--- src/design/amvd_pkg.sv ---
`timescale 1ns / 1ps
// Shared types, constants and helpers for the accelerometer motion variance detector.
// No dependencies.
package amvd_pkg;

  localparam int unsigned AX_W      = 12;   // one axis sample
  localparam int unsigned MAG_W     = 13;   // |x|+|y|+|z|, up to 6144
  localparam int unsigned DIV_W     = 32;   // dividend width of the shared divider
  localparam int unsigned SCALE_W   = 7;
  localparam int unsigned VAR_W     = 16;
  localparam int unsigned S_TDATA_W = 40;
  localparam int unsigned M_TDATA_W = 24;

  localparam logic [SCALE_W-1:0] SCALE_FACTOR = 7'd100;
  localparam logic [VAR_W-1:0]   VAR_SAT      = 16'hFFFF;

  // magnitude of a two's complement axis sample; -2048 maps to 2048
  function automatic logic [AX_W-1:0] abs_axis(input logic [AX_W-1:0] v);
    abs_axis = v[AX_W-1] ? (~v + AX_W'(1)) : v;
  endfunction

endpackage

--- src/design/amvd_div.sv ---
`timescale 1ns / 1ps
// Restoring unsigned divider, one quotient bit per cycle.
// Depends on amvd_pkg for the dividend width.
module amvd_div import amvd_pkg::*; #(
  parameter int unsigned DVS_W = 10
) (
  input  logic             clk_i,
  input  logic             rst_ni,
  input  logic             start_i,
  input  logic [DIV_W-1:0] dividend_i,
  input  logic [DVS_W-1:0] divisor_i,
  output logic             done_o,
  output logic [DIV_W-1:0] quotient_o
);

  localparam int unsigned STEP_W = $clog2(DIV_W + 1);

  logic [DIV_W-1:0]  quo_q, quo_d;
  logic [DVS_W-1:0]  rem_q, rem_d;
  logic [DVS_W-1:0]  dvs_q;
  logic [STEP_W-1:0] step_q, step_d;
  logic              busy_q, busy_d;
  logic              done_q, done_d;
  logic [DVS_W:0]    rem_shift;
  logic [DVS_W:0]    rem_sub;

  assign rem_shift = {rem_q, quo_q[DIV_W-1]};
  assign rem_sub   = rem_shift - {1'b0, dvs_q};

  always_comb begin
    quo_d  = quo_q;
    rem_d  = rem_q;
    step_d = step_q;
    busy_d = busy_q;
    done_d = 1'b0;
    if (start_i) begin
      quo_d  = dividend_i;
      rem_d  = '0;
      step_d = '0;
      busy_d = 1'b1;
    end else if (busy_q) begin
      if (rem_shift >= {1'b0, dvs_q}) begin
        rem_d = rem_sub[DVS_W-1:0];
        quo_d = {quo_q[DIV_W-2:0], 1'b1};
      end else begin
        rem_d = rem_shift[DVS_W-1:0];
        quo_d = {quo_q[DIV_W-2:0], 1'b0};
      end
      step_d = step_q + STEP_W'(1);
      if (step_q == STEP_W'(DIV_W - 1)) begin
        busy_d = 1'b0;
        done_d = 1'b1;
      end
    end
  end

  always_ff @(posedge clk_i or negedge rst_ni) begin
    if (!rst_ni) begin
      busy_q <= 1'b0;
      done_q <= 1'b0;
      step_q <= '0;
    end else begin
      busy_q <= busy_d;
      done_q <= done_d;
      step_q <= step_d;
    end
  end

  always_ff @(posedge clk_i) begin
    quo_q <= quo_d;
    rem_q <= rem_d;
    if (start_i) begin
      dvs_q <= divisor_i;
    end
  end

  assign done_o     = done_q;
  assign quotient_o = quo_q;

endmodule

--- config.mk ---
export PLATFORM = sky130hd
export DESIGN_NAME = amvd_div
export DESIGN_NICKNAME = d
export VERILOG_FILES = /design/src/design/amvd_pkg.sv /design/src/design/amvd_div.sv
export SDC_FILE = /design/constraint.sdc
export NUM_CORES = 1
export LEC_CHECK = 0
export CAP_MARGIN = 5
export CORE_UTILIZATION = 45
export CTS_CLUSTER_SIZE = 16
export DETAILED_ROUTE_END_ITERATION = 10
export DONT_BUFFER_PORTS = 1
export SYNTH_ARGS = -nofsm -noshare
export SYNTH_HDL_FRONTEND = slang
export SYNTH_SLANG_ARGS = --single-unit
--- constraint.sdc ---
create_clock -name clk_i -period 2.55 [get_ports clk_i]
set_input_delay 0.51 -clock clk_i [delete_from_list [all_inputs] [get_ports clk_i]]
set_output_delay 0.51 -clock clk_i [all_outputs]
set_load 0.03 [all_outputs]
==> flow_summary.json, run 1 <==
{
  "post_synth_most_frequent_cells": "edfxtp_1 (42), mux2_2 (31), nor2_1 (23)",
  "yosys_reg_bits": 60,
  "detailedRoute.firstPassIterationCount": 4,
  "fin_cells": 325,
  "routed_via_density": 5.50,
  "clock-root-buffer": "clkbuf_8",
  "max_cap_violations": 0,
  "synth_edf_count": 42,
  "ir_drop_mv": 0.426,
  "cts.repair_timing.setup_buffer_count": 0,
  "asyncSetResetFlopFracSynth": 0.133,
  "cts_tree": "built",
  "fin_crit_ps": 2220,
  "start_kind": "register",
  "drive_above_1_share": 0.230,
  "cts_hold_repair.buffers": 1,
  "drc_errors": 0,
  "postCtsResizedCells": 0,
  "timing.clock.skew_ps": 12.1,
  "detail_route.wl_per_cell_um": 16.5,
  "critical_path.endpoint_type": "register",
  "finish.net_count": 300,
  "cp_data_arrival_time_ps": 2490,
  "dpl.cell_count": 308,
  "totalNegativeSetupSlack_ps": 0,
  "dpl-instance-area_um2": 3070,
  "timing.fmax_ghz": 0.451,
  "n_fill_cell": 569,
  "p_per_area_nw_per_um2": 706,
  "max_slew_margin": 0.491,
  "grt_max_degree": 65,
  "floorplan.die.width_um": 83.8,
  "post-dp-hpwl_um": 3580,
  "outcome": "finished clean",
  "final_core_util": 0.512,
  "grt_setup_unrepaired": "false",
  "clock_tree.buffer_depth": 2,
  "antennaDiodeCount": 0,
  "dr_total_vias": 1789,
  "final_antenna_net_count": 0,
  "post_synth_main_area_contributors": "edfxtp_1 (42%), mux2_2 (12%), dfrtp_1 (6.7%)",
  "antenna_violations_before_repair": 0,
  "final_hold_viol_count": 0,
  "synth_most_common_cell": "edfxtp_1",
  "fin_total_pwr_mw": 2.31,
  "power.leakage_nw": 1.28,
  "synth_cells": 237,
  "setup_viol": 0,
  "synth_top_area_share": 0.419,
  "clk_pin_slew_worst_paths_ps": 70,
  "synth_warnings": 0,
  "worst-setup-path-type": "reg2reg",
  "finalMaxSlewViolations": 0,
  "hold_path_class": "in2reg",
  "grt_pass1_vias": 1729,
  "grt_use_total": 0.163,
  "wirelength_um": 5350,
  "clock-sinks": 60,
  "postSynthAreaPerCell_um2": 12.7,
  "grt_first_pass_wirelength_um": 8760,
  "syn_nets": 294,
  "row_count": 29,
  "final_min_period_over_clock_period": 0.869,
  "grt_remaining_overflow": 0,
  "die_height_um": 83.8,
  "ios": 78,
  "worstSkewPairLatency_ps": 340,
  "first_iter_violations": 75,
  "synthDominantAreaCellType": "edfxtp_1",
  "worstPathRequired_ps": 2820,
  "initial_utilization": 0.471,
  "total_cts_buffers": 9,
  "cts-htree-levels": 3,
  "area_growth_syn_to_layout_pct": 8.61,
  "worst_pin_slew_ps": 764,
  "core_region_area_um2": 6390,
  "die_area_um2": 7010,
  "fin_area_um2": 3270,
  "finalWeightedCongestion": 0.781,
  "seq_area_frac_synth": 0.552,
  "critical_path_peak_fanout": 6,
  "port_buffers": 0,
  "mappedNetlistArea_um2": 3010,
  "netlist-cell-type-count": 48,
  "synthFlopType": "edfxtp_1"
}
layout make-up:
| class | instances | area, um2 | share of cell area |
|---|---|---|---|
| clock buffer | 10 | 128 | 0.0391 |
| tap | 77 | 96.3 | 0.0295 |
| timing repair buffer | 3 | 25.0 | 0.00766 |
| sequential | 60 | 1660 | 0.509 |
| inverter | 15 | 56.3 | 0.0172 |
| multi-input combinational | 154 | 1240 | 0.381 |
| clock inverter | 6 | 55.1 | 0.0169 |
worst max-delay path: stages (launching register included):
cell and delay, ps:
edfxtp_1 360, inv_1 70, ha_1 270, a21o_2 240, o31ai_4 410, mux2_4 330
or4_1 390, o21ai_1 80
final timing paths:
kind | start | endpoint | slack [ps] | cells after the start
max reg2reg | dvs_q[6] | rem_q[7] | 330 | 7
max in group asynchronous | rst_ni | step_q[1] | 1740 | 1
max | dvs_q[6] | rem_q[7] | 330 | 7
min in group asynchronous | rst_ni | step_q[0] | 530 | 1
min reg2reg | rem_q[1] | rem_q[1] | 480 | 2
min | start_i | rem_q[3] | 240 | 1
metal layers:
metal | wire length, um | global-route usage
met5 | 0 | 0
met2 | 2510 | 0.237
met4 | 65 | 0.0740
met1 | 2520 | 0.221
met3 | 261 | 0.0554
registers in the layout, indices dropped and copies added (netlist names):
signal / flops
step_q: 6
dvs_q: 10
busy_q: 1
done_o: 1
rem_q: 10
quotient_o: 32
where the power goes:
group	internal [mW]	total [mW]	leakage, nW	switching, mW
registers	1.13	1.28	0.624	0.148
clock network	0.441	0.808	0.0911	0.367
logic	0.114	0.216	0.560	0.102
total	1.69	2.31	1.28	0.617
metrics by stage:
stage	hold WS, ps	worst slack [ps]
finish	244	335
global route	217	198
CTS	226	332
detailed placement	215	354
global placement	215	380
floorplan	214	304
cell usage in the layout, fill, tap and decap left out, types with 3 or more instances in the layout:
master and instances:
nand2_1 8, clkbuf_8 9, ha_1 11, dfrtp_1 8, nor2b_1 3, a21oi_1 10, a211oi_1 6, xnor2_1 6
nand4_1 3, edfxtp_1 42, xor2_1 3, o21ai_0 6, nand2b_1 3, mux2_2 31, dfxtp_1 10, nor2_1 23
mux2i_1 6, inv_1 15
cells by family (layout without fill, tap and decap cells):
family / after synthesis / after routing / synth area share
compound gates: 43 / 43 / 0.109
xor+xnor: 9 / 9 / 0.0262
fa+ha+maj: 12 / 12 / 0.0524
buf+inv: 23 / 34 / 0.0337
flops: 60 / 60 / 0.552
mux: 39 / 39 / 0.146
simple gates: 51 / 51 / 0.0807
Power figures use the tool's default switching activity.
==> run 2, diff against run 1 <==
GPL_ROUTABILITY_DRIVEN = 0   (was default)
PLACE_DENSITY = 0.64   (was default)
==> run 2 against run 1 <==
Against the previous run: wire length fell by 2.7%; core utilization did not move; fmax fell by 0.61%; via count fell by 0.34%; cell count did not move; global-route usage barely moved; clock power fell by 0.9%; clock-buffer cell count did not move; critical path depth rose by 1; power fell by 0.27%; first-iteration DRC count rose by 88%; sequential cell count did not move; critical endpoint unchanged.
==> flow_summary.json, run 2 (synthesized netlist as in run 1, its figures left out) <==
{
  "final_core_util": 0.512,
  "detail_route.wl_per_cell_um": 16.0,
  "register_area_um2": 1660,
  "initial_utilization": 0.471,
  "pre_cts_slack_ps": 338,
  "worstSkewPairLatency_ps": 330,
  "drc_errors": 0,
  "hold_path.startpoint": "start_i",
  "worstPathBufferInverterCount": 1,
  "wirelength_um": 5200,
  "n_fill_cell": 567,
  "outcome": "finished clean",
  "crit-reg2reg-launch": "dvs_q[2]",
  "grt_first_pass_wirelength_um": 8910,
  "fin_cells": 325,
  "drive_above_1_share": 0.230,
  "ir_drop_mv": 0.576,
  "detailedRoute.firstPassIterationCount": 4,
  "grt_setup_unrepaired": "false",
  "antennaDiodeCount": 0,
  "reg2reg_slack_ps": 320,
  "antenna_violations_before_repair": 0,
  "ios": 78,
  "timing.clock.skew_ps": 7.61,
  "timing.critical_path.slowest_cell_delay_ps": 400,
  "critical_path_peak_fanout": 6,
  "cp_cell_instances": "inv_1 -> ha_1 -> nor2_1 -> a211oi_4 -> o31ai_4 -> mux2_4 -> or4_1 -> o21ai_1",
  "grt_remaining_overflow": 0,
  "start_kind": "register",
  "first_iter_violations": 141,
  "min_path_cells": 1,
  "floorplan.die.width_um": 83.8,
  "clk_pin_slew_worst_paths_ps": 70,
  "postCtsResizedCells": 0,
  "worst_slack_ps": 321,
  "dpl.cell_count": 308,
  "routed_via_density": 5.49,
  "timing.fmax_ghz": 0.449,
  "worstPathRequired_ps": 2820,
  "worst-setup-path-type": "reg2reg",
  "cp-startpoint": "dvs_q[2]",
  "clock_tree.buffer_depth": 2,
  "critical_path.top_delay_family": "simple AND/OR/NAND/NOR gates",
  "layout_common_cells": "edfxtp_1 (42), mux2_2 (31), nor2_1 (23), inv_1 (15), ha_1 (11)",
  "max_cap_violations": 0,
  "cp_data_arrival_time_ps": 2500,
  "critical_path.endpoint_type": "register",
  "clock-root-buffer": "clkbuf_8",
  "fin_crit_ps": 2230,
  "worst_pin_slew_ps": 758,
  "finalMaxSlewViolations": 0,
  "finish.net_count": 300,
  "clock-sinks": 60,
  "post-dp-hpwl_um": 3470,
  "totalNegativeSetupSlack_ps": 0,
  "worst_hold_path.endpoint": "rem_q[4]",
  "cts-htree-levels": 3,
  "p_per_area_nw_per_um2": 704,
  "final_min_period_over_clock_period": 0.874,
  "critPathSlowestCell": "o31ai_4",
  "final_hold_viol_count": 0,
  "max_slew_margin": 0.495,
  "crit-reg2reg-capture": "rem_q[7]",
  "setup_viol": 0,
  "ff2ff_path_depth": 8,
  "multiInputGateArea_um2": 1240,
  "port_buffers": 0,
  "layout_commonest_cell": "edfxtp_1",
  "die_height_um": 83.8,
  "cts_tree": "built",
  "dr_total_vias": 1783,
  "hold_path_class": "in2reg",
  "grt_use_total": 0.163,
  "grt_max_degree": 65,
  "final_antenna_net_count": 0,
  "core_region_area_um2": 6390,
  "die_area_um2": 7010,
  "area_growth_syn_to_layout_pct": 8.61,
  "grt_pass1_vias": 1865,
  "row_count": 29,
  "largest_register_ffs": 32,
  "power.leakage_nw": 1.28,
  "total_cts_buffers": 9
}
==> run 2: worst reg2reg max path, cell delays in order, from the launching register on <==
cell and delay (ps):
edfxtp_1 320, inv_1 40, ha_1 330, nor2_1 220, a211oi_4 70, o31ai_4 400
mux2_4 330, or4_1 390, o21ai_1 80
==> run 2: power breakdown <==
| group | internal [mW] | leakage, nW | switching (mW) | total (mW) |
|---|---|---|---|---|
| clock | 0.441 | 0.0911 | 0.360 | 0.801 |
| combinational | 0.115 | 0.560 | 0.102 | 0.217 |
| sequential | 1.13 | 0.624 | 0.148 | 1.28 |
==> run 2: what timing repair did <==
item / in CTS / in global routing
setup buffers: 0 / 0
endpoints found under the setup margin: 0 / 0
hold buffers: 1 / 0
hold endpoints to repair: 8 / 0
==> run 2: worst max path at each step <==
stage	endpoint	slack [ps]	cells past startpoint
6_report	rem_q[7]	320	8
3_3_place_gp	rem_q[7]	390	8
4_1_cts	rem_q[7]	310	8
5_1_grt	rem_q[7]	180	8
3_5_place_dp	rem_q[7]	340	8
2_1_floorplan	rem_q[7]	300	8
==> run 2: per-layer routing <==
metal | share of wire | global-route usage | wire length (um) | up-vias
li1 | - | - | - | 885
met1 | 0.46 | 0.200 | 2410 | 849
met2 | 0.47 | 0.264 | 2460 | 44
met3 | 0.055 | 0.0593 | 286 | 5
met4 | 0.0094 | 0.0601 | 49 | 0
met5 | 0 | 0 | 0 | -
==> run 2: cell type report <==
cell class	instances	area share
inverters	15	0.0172
multi-input cells	154	0.381
repair buffers	3	0.00766
well taps	77	0.0295
clock inverters	6	0.0169
clock buffers	10	0.0391
flip-flops and latches	60	0.509
==> run 2: metrics by stage <==
| stage | area (um2) | total power, mW | hold WS (ps) |
|---|---|---|---|
| floorplan | 3010 | 1.48 | 214 |
| global placement | 3070 | 1.51 | 215 |
| detailed placement | 3070 | 1.51 | 215 |
| CTS | 3270 | 2.33 | 221 |
| global route | 3270 | 2.40 | 229 |
| finish | 3270 | 2.30 | 252 |
==> run 3, diff against run 2 <==
CELL_PAD_IN_SITES_DETAIL_PLACEMENT = 1   (was default)
CELL_PAD_IN_SITES_GLOBAL_PLACEMENT = 1   (was default)
PLACE_DENSITY = 0.72   (was 0.64)
==> run 3 against run 2 <==
Against the previous run: clock-buffer cell count up 1; largest cell class unchanged; clock skew barely moved; fmax decreased by 0.85%; non-clock buffer count unchanged; first-iteration DRC count decreased by 47%; worst setup slack lost 19 ps; combinational power grew 2%; die area stayed put; via count is 0.56% higher; critical path type unchanged; critical endpoint is now rem_q[0]; global-route usage rose by 1.7 points; sequential cell count unchanged.
==> flow_summary.json, run 3 (synthesized netlist as in run 1, its figures left out) <==
{
  "outcome": "finished clean",
  "p_comb_frac": 0.100,
  "reg2reg_slack_ps": 300,
  "routed_via_density": 5.52,
  "grt_setup_unrepaired": "false",
  "crit-reg2reg-launch": "dvs_q[8]",
  "power.leakage_nw": 1.26,
  "row_count": 29,
  "worst_hold_path.endpoint": "rem_q[0]",
  "net-switching-power_mw": 0.619,
  "antennaDiodeCount": 0,
  "fin_worst_hold_slack_ps": 249,
  "hold_path.startpoint": "start_i",
  "fin_cells": 325,
  "first_iter_violations": 75,
  "clock-root-buffer": "clkbuf_8",
  "grt_use_total": 0.180,
  "grt_first_pass_wirelength_um": 9650,
  "postCtsResizedCells": 0,
  "pwr-share-clk": 0.320,
  "grt_util_met3": 0.0564,
  "timing.fmax_ghz": 0.445,
  "timing.critical_path.slowest_cell_delay_ps": 400,
  "p_per_area_nw_per_um2": 682,
  "layout_commonest_cell": "edfxtp_1",
  "max_cap_violations": 0,
  "cts-htree-levels": 3,
  "totalNegativeSetupSlack_ps": 0,
  "floorplan.die.width_um": 83.8,
  "start_kind": "register",
  "critical_path.endpoint_type": "register",
  "detailedRoute.firstPassIterationCount": 4,
  "area_growth_syn_to_layout_pct": 7.86,
  "cp_data_arrival_time_ps": 2500,
  "antenna_violations_before_repair": 0,
  "cts.repair_timing.setup_buffer_count": 0,
  "finish.net_count": 300,
  "clk_pin_slew_worst_paths_ps": 70,
  "drc_errors": 0,
  "clock_tree.buffer_depth": 2,
  "largest_register_ffs": 32,
  "critical_path_peak_fanout": 5,
  "die_height_um": 83.8,
  "core_region_area_um2": 6390,
  "final_antenna_net_count": 0,
  "fin_area_um2": 3240,
  "dr_total_vias": 1793,
  "wirelength_um": 5890,
  "final_hold_viol_count": 0,
  "final_min_period_over_clock_period": 0.882,
  "port_buffers": 0,
  "setup_viol": 0,
  "max_slew_margin": 0.499,
  "ios": 78,
  "netSwitchingFraction": 0.280,
  "register_area_um2": 1660,
  "pre_cts_slack_ps": 320,
  "layout_common_cells": "edfxtp_1 (42), mux2_2 (31), nor2_1 (23), inv_1 (15), ha_1 (11)",
  "grt_max_degree": 65,
  "grt_busiest_layer": "met2",
  "post-dp-hpwl_um": 4070,
  "dpl-instance-area_um2": 3070,
  "finalMaxSlewViolations": 0,
  "worstSkewPairLatency_ps": 330,
  "grt_pass1_vias": 1951,
  "worst-setup-path-type": "reg2reg",
  "multiInputGateArea_um2": 1240,
  "grt_remaining_overflow": 0,
  "timing.clock.skew_ps": 7.99,
  "min_path_cells": 1,
  "dpl.cell_count": 308,
  "cp_cell_instances": "inv_1 -> ha_1 -> a21oi_1 -> o21ai_1 -> nor2b_1 -> a21o_2 -> mux2_4 -> a211oi_2",
  "clock-sinks": 60,
  "critPathSlowestCell": "nor2b_1",
  "cts_hold_repair.buffers": 1,
  "worst_slack_ps": 302,
  "die_area_um2": 7010,
  "groute.layer.met1.usage": 0.223,
  "fin_total_pwr_mw": 2.21,
  "ir_drop_mv": 0.387,
  "initial_utilization": 0.471,
  "fin_crit_ps": 2250,
  "ff2ff_path_depth": 8,
  "worstPathRequired_ps": 2800,
  "drive_above_1_share": 0.230,
  "hold_path_class": "in2reg",
  "cts_tree": "built",
  "crit-reg2reg-capture": "rem_q[0]",
  "total_cts_buffers": 9,
  "seq_power_share": 0.580,
  "detail_route.wl_per_cell_um": 18.1,
  "final_core_util": 0.508,
  "worst_pin_slew_ps": 752,
  "grtUsageMet2": 0.303,
  "n_fill_cell": 647,
  "internal-power_mw": 1.59
}
run 3: worst max-delay path by stage:
stage                   startpoint       end  cells after the start
global route              dvs_q[8]  rem_q[0]                      8
floorplan           quotient_o[31]  rem_q[7]                      8
CTS                       dvs_q[8]  rem_q[0]                      8
global placement    quotient_o[31]  rem_q[8]                      9
detailed placement        dvs_q[2]  rem_q[0]                      8
finish                    dvs_q[8]  rem_q[0]                      8
run 3: area by class of cell:
class                           count  share of cell area
Sequential cell                    60               0.512
Multi-Input combinational cell    154               0.384
Clock buffer                       11              0.0405
Tap cell                           77              0.0297
Inverter                           15              0.0174
Clock inverter                      5             0.00887
Timing Repair Buffer                3             0.00771
run 3: metal layers:
layer / up-vias / part of all wire
met5: - / 0
met2: 34 / 0.50
met1: 875 / 0.45
met4: 0 / 0.0042
li1: 880 / -
met3: 4 / 0.036
run 3: power groups by stage:
stage	Sequential, mW	Clock [mW]	Combinational, mW
final	1.28	0.708	0.222
after global routing	1.29	0.778	0.248
after CTS	1.28	0.743	0.224
after detailed placement	1.30	0	0.219
after global placement	1.30	0	0.212
after floorplan	1.29	0	0.194
run 3: worst max-delay path, delay by kind of cell, from the launching register on:
family / cells / cell delay (ps)
multiplexers: 1 / 320
adder cells (fa/ha/maj): 1 / 280
buffers and inverters: 1 / 70
AO/OA/AOI/OAI: 4 / 730
AND/OR/NAND/NOR: 1 / 400
flip-flops: 1 / 370
